==> config.mk <==
export PLATFORM = sky130hd
export DESIGN_NAME = decode_target_size_policy_core
export DESIGN_NICKNAME = d
export VERILOG_FILES = /design/src/rtl/dtsp_pkg.sv /design/src/rtl/decode_target_size_policy_core.sv /design/src/rtl/dtsp_front.sv /design/src/rtl/dtsp_cell.sv
export SDC_FILE = /design/constraint.sdc
export NUM_CORES = 2
export LEC_CHECK = 0
export BUFFER_PORTS_ARGS = -buffer_cell sky130_fd_sc_hd__buf_2
export CAP_MARGIN = 10
export CORE_MARGIN = 2
export CORE_UTILIZATION = 60
export CTS_BUF_LIST = sky130_fd_sc_hd__clkbuf_4
export DETAILED_ROUTE_END_ITERATION = 6
export PLACE_DENSITY = 0.77
export SETUP_SLACK_MARGIN = 0.4
export SLEW_MARGIN = 20
export SYNTH_ARGS = -nofsm -noshare
export SYNTH_HDL_FRONTEND = slang
export SYNTH_SLANG_ARGS = --single-unit
==> constraint.sdc <==
create_clock -name i_clk -period 139.8 [get_ports i_clk]
set_input_delay 0 -clock i_clk [delete_from_list [all_inputs] [get_ports i_clk]]
set_output_delay 0 -clock i_clk [all_outputs]
set_load 0.005 [all_outputs]
==> src/rtl/dtsp_pkg.sv <==
// Shared types, constants and tier tables for the decode target size policy block.
// Used by dtsp_front, dtsp_cell and decode_target_size_policy_core.
package dtsp_pkg;

    localparam int DIM_BITS = 16;
    localparam int N_THUMB  = 7;
    localparam int N_VIEW   = 9;

    typedef logic [DIM_BITS-1:0]   t_dim;
    typedef logic [2*DIM_BITS-1:0] t_prod;
    typedef logic [DIM_BITS+3:0]   t_ext;

    localparam logic FAM_THUMB = 1'b0;

    localparam t_dim THUMB_TIERS [N_THUMB] = '{
        t_dim'(128), t_dim'(192), t_dim'(256), t_dim'(384),
        t_dim'(512), t_dim'(768), t_dim'(1024)
    };
    localparam t_dim VIEW_TIERS [N_VIEW] = '{
        t_dim'(512),  t_dim'(768),  t_dim'(1024), t_dim'(1536), t_dim'(2048),
        t_dim'(3072), t_dim'(4096), t_dim'(6144), t_dim'(8192)
    };

    typedef enum logic [2:0] {
        PATH_EMPTY  = 3'd0,
        PATH_PASS   = 3'd1,
        PATH_NATIVE = 3'd2,
        PATH_PREV   = 3'd3,
        PATH_TIER   = 3'd4
    } t_dtsp_path;

    typedef struct packed {
        logic req_type;
        logic expensive;
        t_dim req_width;
        t_dim req_height;
        logic native_valid;
        t_dim native_width;
        t_dim native_height;
        logic prev_valid;
        t_dim prev_width;
        t_dim prev_height;
    } t_dtsp_in;

    typedef struct packed {
        logic       out_valid;
        t_dim       out_width;
        t_dim       out_height;
        t_dtsp_path out_path;
    } t_dtsp_out;

    typedef struct packed {
        t_dtsp_path path;
        t_dim       fix_w;
        t_dim       fix_h;
        t_dim       tier;
        logic       wide;
        logic       use_div;
    } t_dtsp_meta;

    typedef struct packed {
        t_dtsp_meta meta;
        t_dim       shrt;
        t_dim       lng;
    } t_dtsp_plan;

    typedef struct packed {
        t_dtsp_meta meta;
        t_dim       rem;
        t_dim       low;
        t_dim       dvsr;
        t_dim       quo;
    } t_dtsp_beat;

    function automatic t_dim pick_tier(logic fam, t_dim edge_len);
        t_dim res;
        if (fam == FAM_THUMB) begin
            res = THUMB_TIERS[N_THUMB-1];
            for (int i = N_THUMB - 1; i >= 0; i--) begin
                if (THUMB_TIERS[i] >= edge_len) begin
                    res = THUMB_TIERS[i];
                end
            end
        end else begin
            res = VIEW_TIERS[N_VIEW-1];
            for (int i = N_VIEW - 1; i >= 0; i--) begin
                if (VIEW_TIERS[i] >= edge_len) begin
                    res = VIEW_TIERS[i];
                end
            end
        end
        return res;
    endfunction

endpackage

==> src/rtl/decode_target_size_policy_core.sv <==
// Decode target size policy: top level with rule stage, multiply stage,
// divider cell chain and output register. Depends on dtsp_pkg, dtsp_front, dtsp_cell.
//
// Use: present a request beat on i_in_data with i_in_valid; it is taken at a
// rising edge where o_in_stall is low. Every request gives exactly one result
// beat on o_out_data, in request order, taken where o_out_valid is high and
// i_out_stall is low.
// Pipeline: one rule stage, one multiply stage, one cell per quotient bit of the
// aspect division, and the output register. Throughput: one request per cycle
// while the output is not stalled; the cell chain starts a new division every
// cycle unless the pipeline is held.
// Reset: a synchronous active-low reset empties every stage; no result beat
// is shown until a request has come through.
// Stall: while a shown result is stalled, the whole pipeline holds and
// o_in_stall is raised; an empty output register never holds the pipeline.
module decode_target_size_policy_core (
    input  logic               i_clk,
    input  logic               i_rst_n,
    input  logic               i_in_valid,
    output logic               o_in_stall,
    input  dtsp_pkg::t_dtsp_in  i_in_data,
    output logic               o_out_valid,
    input  logic               i_out_stall,
    output dtsp_pkg::t_dtsp_out o_out_data
);
    import dtsp_pkg::*;

    logic       adv;
    logic       front_valid;
    t_dtsp_plan front_plan;

    logic       r_mul_valid;
    t_dtsp_beat r_mul_beat;
    t_dtsp_beat n_mul_beat;

    logic       cell_valid [DIM_BITS+1];
    t_dtsp_beat cell_beat  [DIM_BITS+1];

    logic       r_out_valid;
    t_dtsp_out  r_out_data;
    t_dtsp_out  n_out_data;

    assign adv        = !(r_out_valid && i_out_stall);
    assign o_in_stall = !adv;

    dtsp_front u_front (
        .i_clk   (i_clk),
        .i_rst_n (i_rst_n),
        .i_en    (adv),
        .i_valid (i_in_valid),
        .i_data  (i_in_data),
        .o_valid (front_valid),
        .o_plan  (front_plan)
    );

    always_comb begin
        t_prod prod;
        prod = t_prod'(front_plan.shrt) * t_prod'(front_plan.meta.tier)
             + t_prod'(front_plan.lng) - t_prod'(1);
        n_mul_beat.meta = front_plan.meta;
        n_mul_beat.rem  = prod[2*DIM_BITS-1:DIM_BITS];
        n_mul_beat.low  = prod[DIM_BITS-1:0];
        n_mul_beat.dvsr = front_plan.lng;
        n_mul_beat.quo  = '0;
    end

    always_ff @(posedge i_clk) begin
        if (!i_rst_n) begin
            r_mul_valid <= 1'b0;
        end else if (adv) begin
            r_mul_valid <= front_valid;
        end
    end

    always_ff @(posedge i_clk) begin
        if (adv) begin
            r_mul_beat <= n_mul_beat;
        end
    end

    assign cell_valid[0] = r_mul_valid;
    assign cell_beat[0]  = r_mul_beat;

    for (genvar g = 0; g < DIM_BITS; g++) begin : g_cell
        dtsp_cell u_cell (
            .i_clk   (i_clk),
            .i_rst_n (i_rst_n),
            .i_en    (adv),
            .i_valid (cell_valid[g]),
            .i_beat  (cell_beat[g]),
            .o_valid (cell_valid[g+1]),
            .o_beat  (cell_beat[g+1])
        );
    end

    always_comb begin
        t_dtsp_beat fin;
        t_dim       scaled;
        fin    = cell_beat[DIM_BITS];
        scaled = (fin.quo == '0) ? t_dim'(1) : fin.quo;
        n_out_data.out_path = fin.meta.path;
        if (fin.meta.use_div) begin
            n_out_data.out_width  = fin.meta.wide ? fin.meta.tier : scaled;
            n_out_data.out_height = fin.meta.wide ? scaled : fin.meta.tier;
        end else begin
            n_out_data.out_width  = fin.meta.fix_w;
            n_out_data.out_height = fin.meta.fix_h;
        end
        n_out_data.out_valid = (n_out_data.out_width != '0) && (n_out_data.out_height != '0);
    end

    always_ff @(posedge i_clk) begin
        if (!i_rst_n) begin
            r_out_valid <= 1'b0;
        end else if (adv) begin
            r_out_valid <= cell_valid[DIM_BITS];
        end
    end

    always_ff @(posedge i_clk) begin
        if (adv) begin
            r_out_data <= n_out_data;
        end
    end

    assign o_out_valid = r_out_valid;
    assign o_out_data  = r_out_data;

    a_empty_zero: assert property (@(posedge i_clk) disable iff (!i_rst_n)
        (o_out_valid && (o_out_data.out_path == PATH_EMPTY))
        |-> ((o_out_data.out_width == '0) && (o_out_data.out_height == '0)))
        else $error("empty result with nonzero size");

    a_tier_both: assert property (@(posedge i_clk) disable iff (!i_rst_n)
        (o_out_valid && (o_out_data.out_path == PATH_TIER))
        |-> ((o_out_data.out_width == '0) == (o_out_data.out_height == '0)))
        else $error("tier result with one zero edge");

    a_stall_hold: assert property (@(posedge i_clk) disable iff (!i_rst_n)
        (o_in_stall && r_mul_valid) |=> (r_mul_valid && $stable(r_mul_beat)))
        else $error("multiply stage moved while held");

endmodule

==> src/rtl/dtsp_front.sv <==
// Front stage: applies the ordered size rules and picks the capped tier.
// Depends on dtsp_pkg.
module dtsp_front (
    input  logic              i_clk,
    input  logic              i_rst_n,
    input  logic              i_en,
    input  logic              i_valid,
    input  dtsp_pkg::t_dtsp_in   i_data,
    output logic              o_valid,
    output dtsp_pkg::t_dtsp_plan o_plan
);
    import dtsp_pkg::*;

    logic       r_valid;
    t_dtsp_plan r_plan;
    t_dtsp_plan n_plan;

    always_comb begin
        t_dim re;
        t_dim ne;
        t_dim pe;
        t_dim tier;
        t_dim aw;
        t_dim ah;
        t_ext re10;
        t_ext pe11;
        re   = (i_data.req_width >= i_data.req_height) ? i_data.req_width : i_data.req_height;
        ne   = (i_data.native_width >= i_data.native_height) ?
               i_data.native_width : i_data.native_height;
        pe   = (i_data.prev_width >= i_data.prev_height) ? i_data.prev_width : i_data.prev_height;
        re10 = (t_ext'(re) << 3) + (t_ext'(re) << 1);
        pe11 = (t_ext'(pe) << 3) + (t_ext'(pe) << 1) + t_ext'(pe);
        tier = pick_tier(i_data.req_type, re);
        if (i_data.native_valid && (ne < tier)) begin
            tier = ne;
        end
        aw = i_data.native_valid ? i_data.native_width  : i_data.req_width;
        ah = i_data.native_valid ? i_data.native_height : i_data.req_height;

        n_plan.meta.path    = PATH_TIER;
        n_plan.meta.fix_w   = '0;
        n_plan.meta.fix_h   = '0;
        n_plan.meta.tier    = tier;
        n_plan.meta.wide    = (aw >= ah);
        n_plan.meta.use_div = 1'b0;
        n_plan.shrt         = (aw >= ah) ? ah : aw;
        n_plan.lng          = (aw >= ah) ? aw : ah;

        if ((i_data.req_width == '0) || (i_data.req_height == '0)) begin
            n_plan.meta.path = PATH_EMPTY;
        end else if (!i_data.expensive) begin
            n_plan.meta.path  = PATH_PASS;
            n_plan.meta.fix_w = i_data.req_width;
            n_plan.meta.fix_h = i_data.req_height;
        end else if (i_data.native_valid && (re >= ne)) begin
            n_plan.meta.path  = PATH_NATIVE;
            n_plan.meta.fix_w = i_data.native_width;
            n_plan.meta.fix_h = i_data.native_height;
        end else if (i_data.prev_valid && (re10 <= pe11)
                     && (!i_data.native_valid || (pe <= ne))) begin
            n_plan.meta.path  = PATH_PREV;
            n_plan.meta.fix_w = i_data.prev_width;
            n_plan.meta.fix_h = i_data.prev_height;
        end else begin
            n_plan.meta.use_div = (tier != '0);
        end
    end

    always_ff @(posedge i_clk) begin
        if (!i_rst_n) begin
            r_valid <= 1'b0;
        end else if (i_en) begin
            r_valid <= i_valid;
        end
    end

    always_ff @(posedge i_clk) begin
        if (i_en) begin
            r_plan <= n_plan;
        end
    end

    assign o_valid = r_valid;
    assign o_plan  = r_plan;

endmodule

==> src/rtl/dtsp_cell.sv <==
// Divider cell: one restoring quotient bit per cell, registered toward the next cell.
// Depends on dtsp_pkg.
module dtsp_cell (
    input  logic              i_clk,
    input  logic              i_rst_n,
    input  logic              i_en,
    input  logic              i_valid,
    input  dtsp_pkg::t_dtsp_beat i_beat,
    output logic              o_valid,
    output dtsp_pkg::t_dtsp_beat o_beat
);
    import dtsp_pkg::*;

    logic       r_valid;
    t_dtsp_beat r_beat;
    t_dtsp_beat n_beat;

    always_comb begin
        logic [DIM_BITS:0] trial;
        logic [DIM_BITS:0] diff;
        logic              ge;
        trial = {i_beat.rem, i_beat.low[DIM_BITS-1]};
        diff  = trial - {1'b0, i_beat.dvsr};
        ge    = (trial >= {1'b0, i_beat.dvsr});

        n_beat      = i_beat;
        n_beat.rem  = ge ? diff[DIM_BITS-1:0] : trial[DIM_BITS-1:0];
        n_beat.low  = {i_beat.low[DIM_BITS-2:0], 1'b0};
        n_beat.quo  = {i_beat.quo[DIM_BITS-2:0], ge};
    end

    always_ff @(posedge i_clk) begin
        if (!i_rst_n) begin
            r_valid <= 1'b0;
        end else if (i_en) begin
            r_valid <= i_valid;
        end
    end

    always_ff @(posedge i_clk) begin
        if (i_en) begin
            r_beat <= n_beat;
        end
    end

    assign o_valid = r_valid;
    assign o_beat  = r_beat;

endmodule

==> impl_metrics.prom <==
# TYPE chip_impl_metric gauge
chip_impl_metric{name="floorplan.die.width",unit="um"} 387
chip_impl_metric{name="clock_sinks",unit=""} 1825
chip_impl_metric{name="detailedPlace.worstSlack",unit="ns"} 131.68
chip_impl_info{name="ys_dominant_reg_cell",value="sky130_fd_sc_hd__edfxtp_1"} 1
chip_impl_metric{name="max-clock-path-buffers",unit=""} 4
chip_impl_metric{name="track_usage",unit="%"} 24.3
chip_impl_metric{name="dp_hpwl",unit="um"} 128000
chip_impl_metric{name="avgSynthCellArea",unit="sq um"} 13.6
chip_impl_metric{name="leakage",unit="nW"} 41.7
chip_impl_metric{name="synthesis.instances",unit=""} 6464
chip_impl_metric{name="number_of_synthesis_warnings",unit=""} 0
chip_impl_metric{name="critical_path.max_fanout",unit=""} 19
chip_impl_metric{name="yosys.area_share.xor_xnor",unit="%"} 1.74
chip_impl_info{name="cell_types_occupying_the_most_area_after_synthesis",value="sky130_fd_sc_hd__edfxtp_1 (62%), sky130_fd_sc_hd__ha_1 (7.3%), sky130_fd_sc_hd__fa_1 (5.7%)"} 1
chip_impl_metric{name="syn_std_cell_area",unit="sq mm"} 0.0882
chip_impl_info{name="clk_root_buffer_cell",value="sky130_fd_sc_hd__clkbuf_4"} 1
chip_impl_metric{name="synth_fa_ha_area_share",unit="%"} 13.1
chip_impl_info{name="hold_path_class",value="in2reg"} 1
chip_impl_metric{name="layout_worst_path_cycle_share",unit="%"} 5.92
chip_impl_metric{name="drv_cap",unit=""} 0
chip_impl_metric{name="fmax",unit="MHz"} 121
chip_impl_metric{name="core.rowCount",unit=""} 140
chip_impl_metric{name="die-area",unit="sq mm"} 0.150
chip_impl_metric{name="finalNonFillerCells",unit=""} 9420
chip_impl_metric{name="synth_compound_gate_area_share",unit="%"} 7.59
chip_impl_metric{name="power.density",unit="mW/mm^2"} 22.5
chip_impl_metric{name="floorplan.core_area",unit="sq mm"} 0.146
chip_impl_info{name="synth_top_cells_by_count",value="sky130_fd_sc_hd__edfxtp_1 (1806), sky130_fd_sc_hd__inv_1 (736), sky130_fd_sc_hd__ha_1 (517)"} 1
chip_impl_metric{name="post-route-drc-count",unit=""} 0
chip_impl_metric{name="post-route-worst-setup-slack",unit="ns"} 131.52
chip_impl_metric{name="cts.repair.resized",unit=""} 0
chip_impl_metric{name="grt_first_pass_wirelength",unit="um"} 287000
chip_impl_metric{name="synth-async-reset-ratio",unit="%"} 0
chip_impl_metric{name="io_buffer_count",unit=""} 141
chip_impl_metric{name="maxSlewViolCount",unit=""} 0
chip_impl_metric{name="count_of_placed_standard_cells_including_taps",unit=""} 8403
chip_impl_info{name="status",value="completed"} 1
chip_impl_metric{name="yosys.area.top_type_share",unit="%"} 61.5
chip_impl_info{name="yosysTopAreaCell",value="sky130_fd_sc_hd__edfxtp_1"} 1
chip_impl_metric{name="finish.net_count",unit=""} 8069
chip_impl_info{name="critPathKind",value="in2reg"} 1
chip_impl_metric{name="final_antenna_net_count",unit=""} 0
chip_impl_metric{name="die-height",unit="um"} 387
chip_impl_info{name="synth_top_family_by_area",value="adder cells"} 1
chip_impl_metric{name="worst_slew_pin_slew",unit="ns"} 1.11
chip_impl_metric{name="synth-edff-count",unit=""} 1806
chip_impl_metric{name="routed_wire_length_per_instance",unit="um"} 19.2
chip_impl_metric{name="layout-drive-gt1-share",unit="%"} 14.3
chip_impl_metric{name="worst_ep_arrival_time",unit="ns"} 9.31
chip_impl_metric{name="finalSetupViolations",unit=""} 0
chip_impl_metric{name="route.detailed.vias_per_inst",unit=""} 5.63
chip_impl_info{name="cts_tree",value="built"} 1
chip_impl_metric{name="worst_clock_skew",unit="ns"} 0.162
chip_impl_info{name="unrepaired_setup_endpoints_after_global_routing",value="false"} 1
chip_impl_metric{name="wirelength",unit="um"} 181000
chip_impl_metric{name="post_synth_and_or_nand_nor_area_fraction",unit="%"} 8.87
chip_impl_metric{name="tritoncts.num_buffers",unit=""} 442
chip_impl_metric{name="timing_hold_violations_final",unit=""} 0
chip_impl_metric{name="cts.reportedPaths.clkPinSlew",unit="ns"} 0.07
chip_impl_metric{name="power.ir.vdd_worst",unit="uV"} 22.2
chip_impl_info{name="cp-end-kind",value="flop"} 1
chip_impl_metric{name="timing.final.crit_period",unit="ns"} 8.28
chip_impl_metric{name="antenna_found_initial",unit=""} 5
chip_impl_metric{name="place.gp.congestion",unit=""} 0.935
chip_impl_metric{name="synthDistinctLibCells",unit=""} 97
chip_impl_metric{name="slew_headroom",unit="%"} 26.3
chip_impl_metric{name="maximum_level_of_the_cts_h_tree",unit=""} 5
chip_impl_metric{name="postCtsSetupBuffers",unit=""} 0
chip_impl_metric{name="critPathRequiredTime",unit="ns"} 140.83
chip_impl_info{name="cp-start-kind",value="input pin"} 1
chip_impl_metric{name="synth.area.mux_share",unit="%"} 2.87
chip_impl_metric{name="critical-path-max-stage-delay",unit="ns"} 0.85
chip_impl_metric{name="grt.overflow.total",unit=""} 0
chip_impl_metric{name="grt_pass1_vias",unit=""} 55200
chip_impl_metric{name="drtIter0Drc",unit=""} 3323
chip_impl_metric{name="pin_count_of_the_biggest_net_entering_global_routing",unit=""} 182
chip_impl_metric{name="fin_total_pwr",unit="mW"} 2.23
chip_impl_metric{name="worst_skew_pair.late_latency",unit="ns"} 1.24
chip_impl_metric{name="setup_tns",unit="ns"} 0
chip_impl_metric{name="tritonroute_pass_1_iters",unit=""} 6
chip_impl_metric{name="effective_utilization_at_floorplan",unit="%"} 60.5
chip_impl_info{name="crit_path_top_delay_cell",value="sky130_fd_sc_hd__nor4_1"} 1
chip_impl_metric{name="dr_vias",unit=""} 53000
chip_impl_metric{name="pin_count",unit=""} 142
chip_impl_metric{name="synth.yosys.seq_area_share",unit="%"} 61.9
chip_impl_metric{name="synth.ff_latch_count",unit=""} 1825
chip_impl_info{name="synth_most_common_cell",value="sky130_fd_sc_hd__edfxtp_1"} 1
chip_impl_metric{name="flow.area_growth_from_synthesis",unit="%"} 12.3
==> metal layers <==
metal	global-route usage, %	wire length [um]	vias to the layer above
met1	28.0	69500	25500
li1	-	-	25400
met4	14.2	10300	0
met5	0	0	-
met3	4.21	8290	562
met2	42.9	92900	1591
==> worst max-delay path: cells and delay by family <==
kind            cells  cell delay [ns]
compound gates     16             4.05
mux                 1             0.37
fa+ha+maj           4             1.32
simple gates        5             1.41
buf+inv             6             2.16
==> repair_timing <==
| item | in CTS | in global routing |
|---|---|---|
| hold buffers | 265 | 0 |
| setup endpoints to repair | 0 | 0 |
| endpoints found under the hold margin | 169 | 0 |
==> placed cells by master, fill, tap and decap left out, types with 30 or more instances in the layout <==
cell	Yosys	layout
sky130_fd_sc_hd__edfxtp_1	1806	1806
sky130_fd_sc_hd__inv_1	736	736
sky130_fd_sc_hd__clkbuf_4	0	657
sky130_fd_sc_hd__ha_1	517	516
sky130_fd_sc_hd__nand2_1	445	444
sky130_fd_sc_hd__nor2_1	350	348
sky130_fd_sc_hd__dlygate4sd3_1	0	265
sky130_fd_sc_hd__fa_1	253	253
sky130_fd_sc_hd__a21oi_1	231	231
sky130_fd_sc_hd__o21ai_0	168	168
sky130_fd_sc_hd__nor3_1	152	152
sky130_fd_sc_hd__mux2_2	146	146
sky130_fd_sc_hd__buf_2	19	141
sky130_fd_sc_hd__and2_1	127	127
sky130_fd_sc_hd__xnor2_1	116	116
sky130_fd_sc_hd__nand3_1	111	111
sky130_fd_sc_hd__nand4_1	95	95
sky130_fd_sc_hd__a21o_1	89	88
sky130_fd_sc_hd__mux2i_1	79	79
sky130_fd_sc_hd__nor2b_1	79	79
sky130_fd_sc_hd__nand2b_1	66	66
sky130_fd_sc_hd__a21boi_0	65	65
sky130_fd_sc_hd__clkinv_1	0	64
sky130_fd_sc_hd__xor2_1	59	59
sky130_fd_sc_hd__a2111oi_0	54	54
sky130_fd_sc_hd__o311ai_0	44	44
sky130_fd_sc_hd__o21a_1	41	41
sky130_fd_sc_hd__buf_4	1	39
sky130_fd_sc_hd__and4_1	34	34
sky130_fd_sc_hd__a221o_1	30	30
==> cell type report <==
cell class / count / area [sq um]
inverters: 736 / 2760
well taps: 1917 / 2400
multi-input cells: 3742 / 30200
clock inverters: 90 / 473
diodes: 5 / 12.5
clock buffers: 657 / 4930
flip-flops and latches: 1825 / 54600
fillers: 10100 / 46700
repair buffers: 448 / 3690
==> state kept, by name, indices dropped and copies added (netlist names) <==
name,count
cell_beat,101
u_front.o_valid,1
g_cell.u_cell.o_beat,1584
u_front.o_plan,85
r_mul_valid,1
g_cell.u_cell.o_valid,16
o_out_data,36
o_out_valid,1
==> final timing paths <==
kind,start,to,slack [ns],cells after the start
min reg2reg,cell_beat[1984]$_DFFE_PN_,g_cell[0].u_cell.o_beat[112]$_DFFE_PN_,0.26,0
max reg2reg,u_front.o_plan[41]$_DFFE_PN_,cell_beat[1934]$_DFFE_PN_,132.44,20
max,i_in_data[16],u_front.o_plan[32]$_SDFFCE_PP0N_,131.52,32
min,i_in_data[65],u_front.o_plan[19]$_DFFE_PN_,0.20,6
==> power by group <==
part           switching (mW)  leakage (nW)  internal, mW
combinational           0.499          18.4         0.404
sequential             0.0789          20.0         0.834
clock                   0.194          3.26         0.220
==> per-stage QoR <==
stage          instance area [sq um]  hold WS (ns)  util, %
6_report                       99000         0.203     68.0
2_1_floorplan                  88200         0.147        -
5_1_grt                        99000        0.0819     68.0
4_1_cts                        99000       0.00780     67.9
3_3_place_gp                   91000         0.256     62.4
3_5_place_dp                   91000         0.270     62.4
==> kinds of logic after synthesis <==
group	Yosys count
AOI/OAI and AO/OA	974
xor gates and xnor gates	175
adders and majority gates	770
buffers and inverters	898
DFF	1825
muxes	233
other	1
and+or+nand+nor	1588
Note: power is estimated with default switching activity, not from simulation.
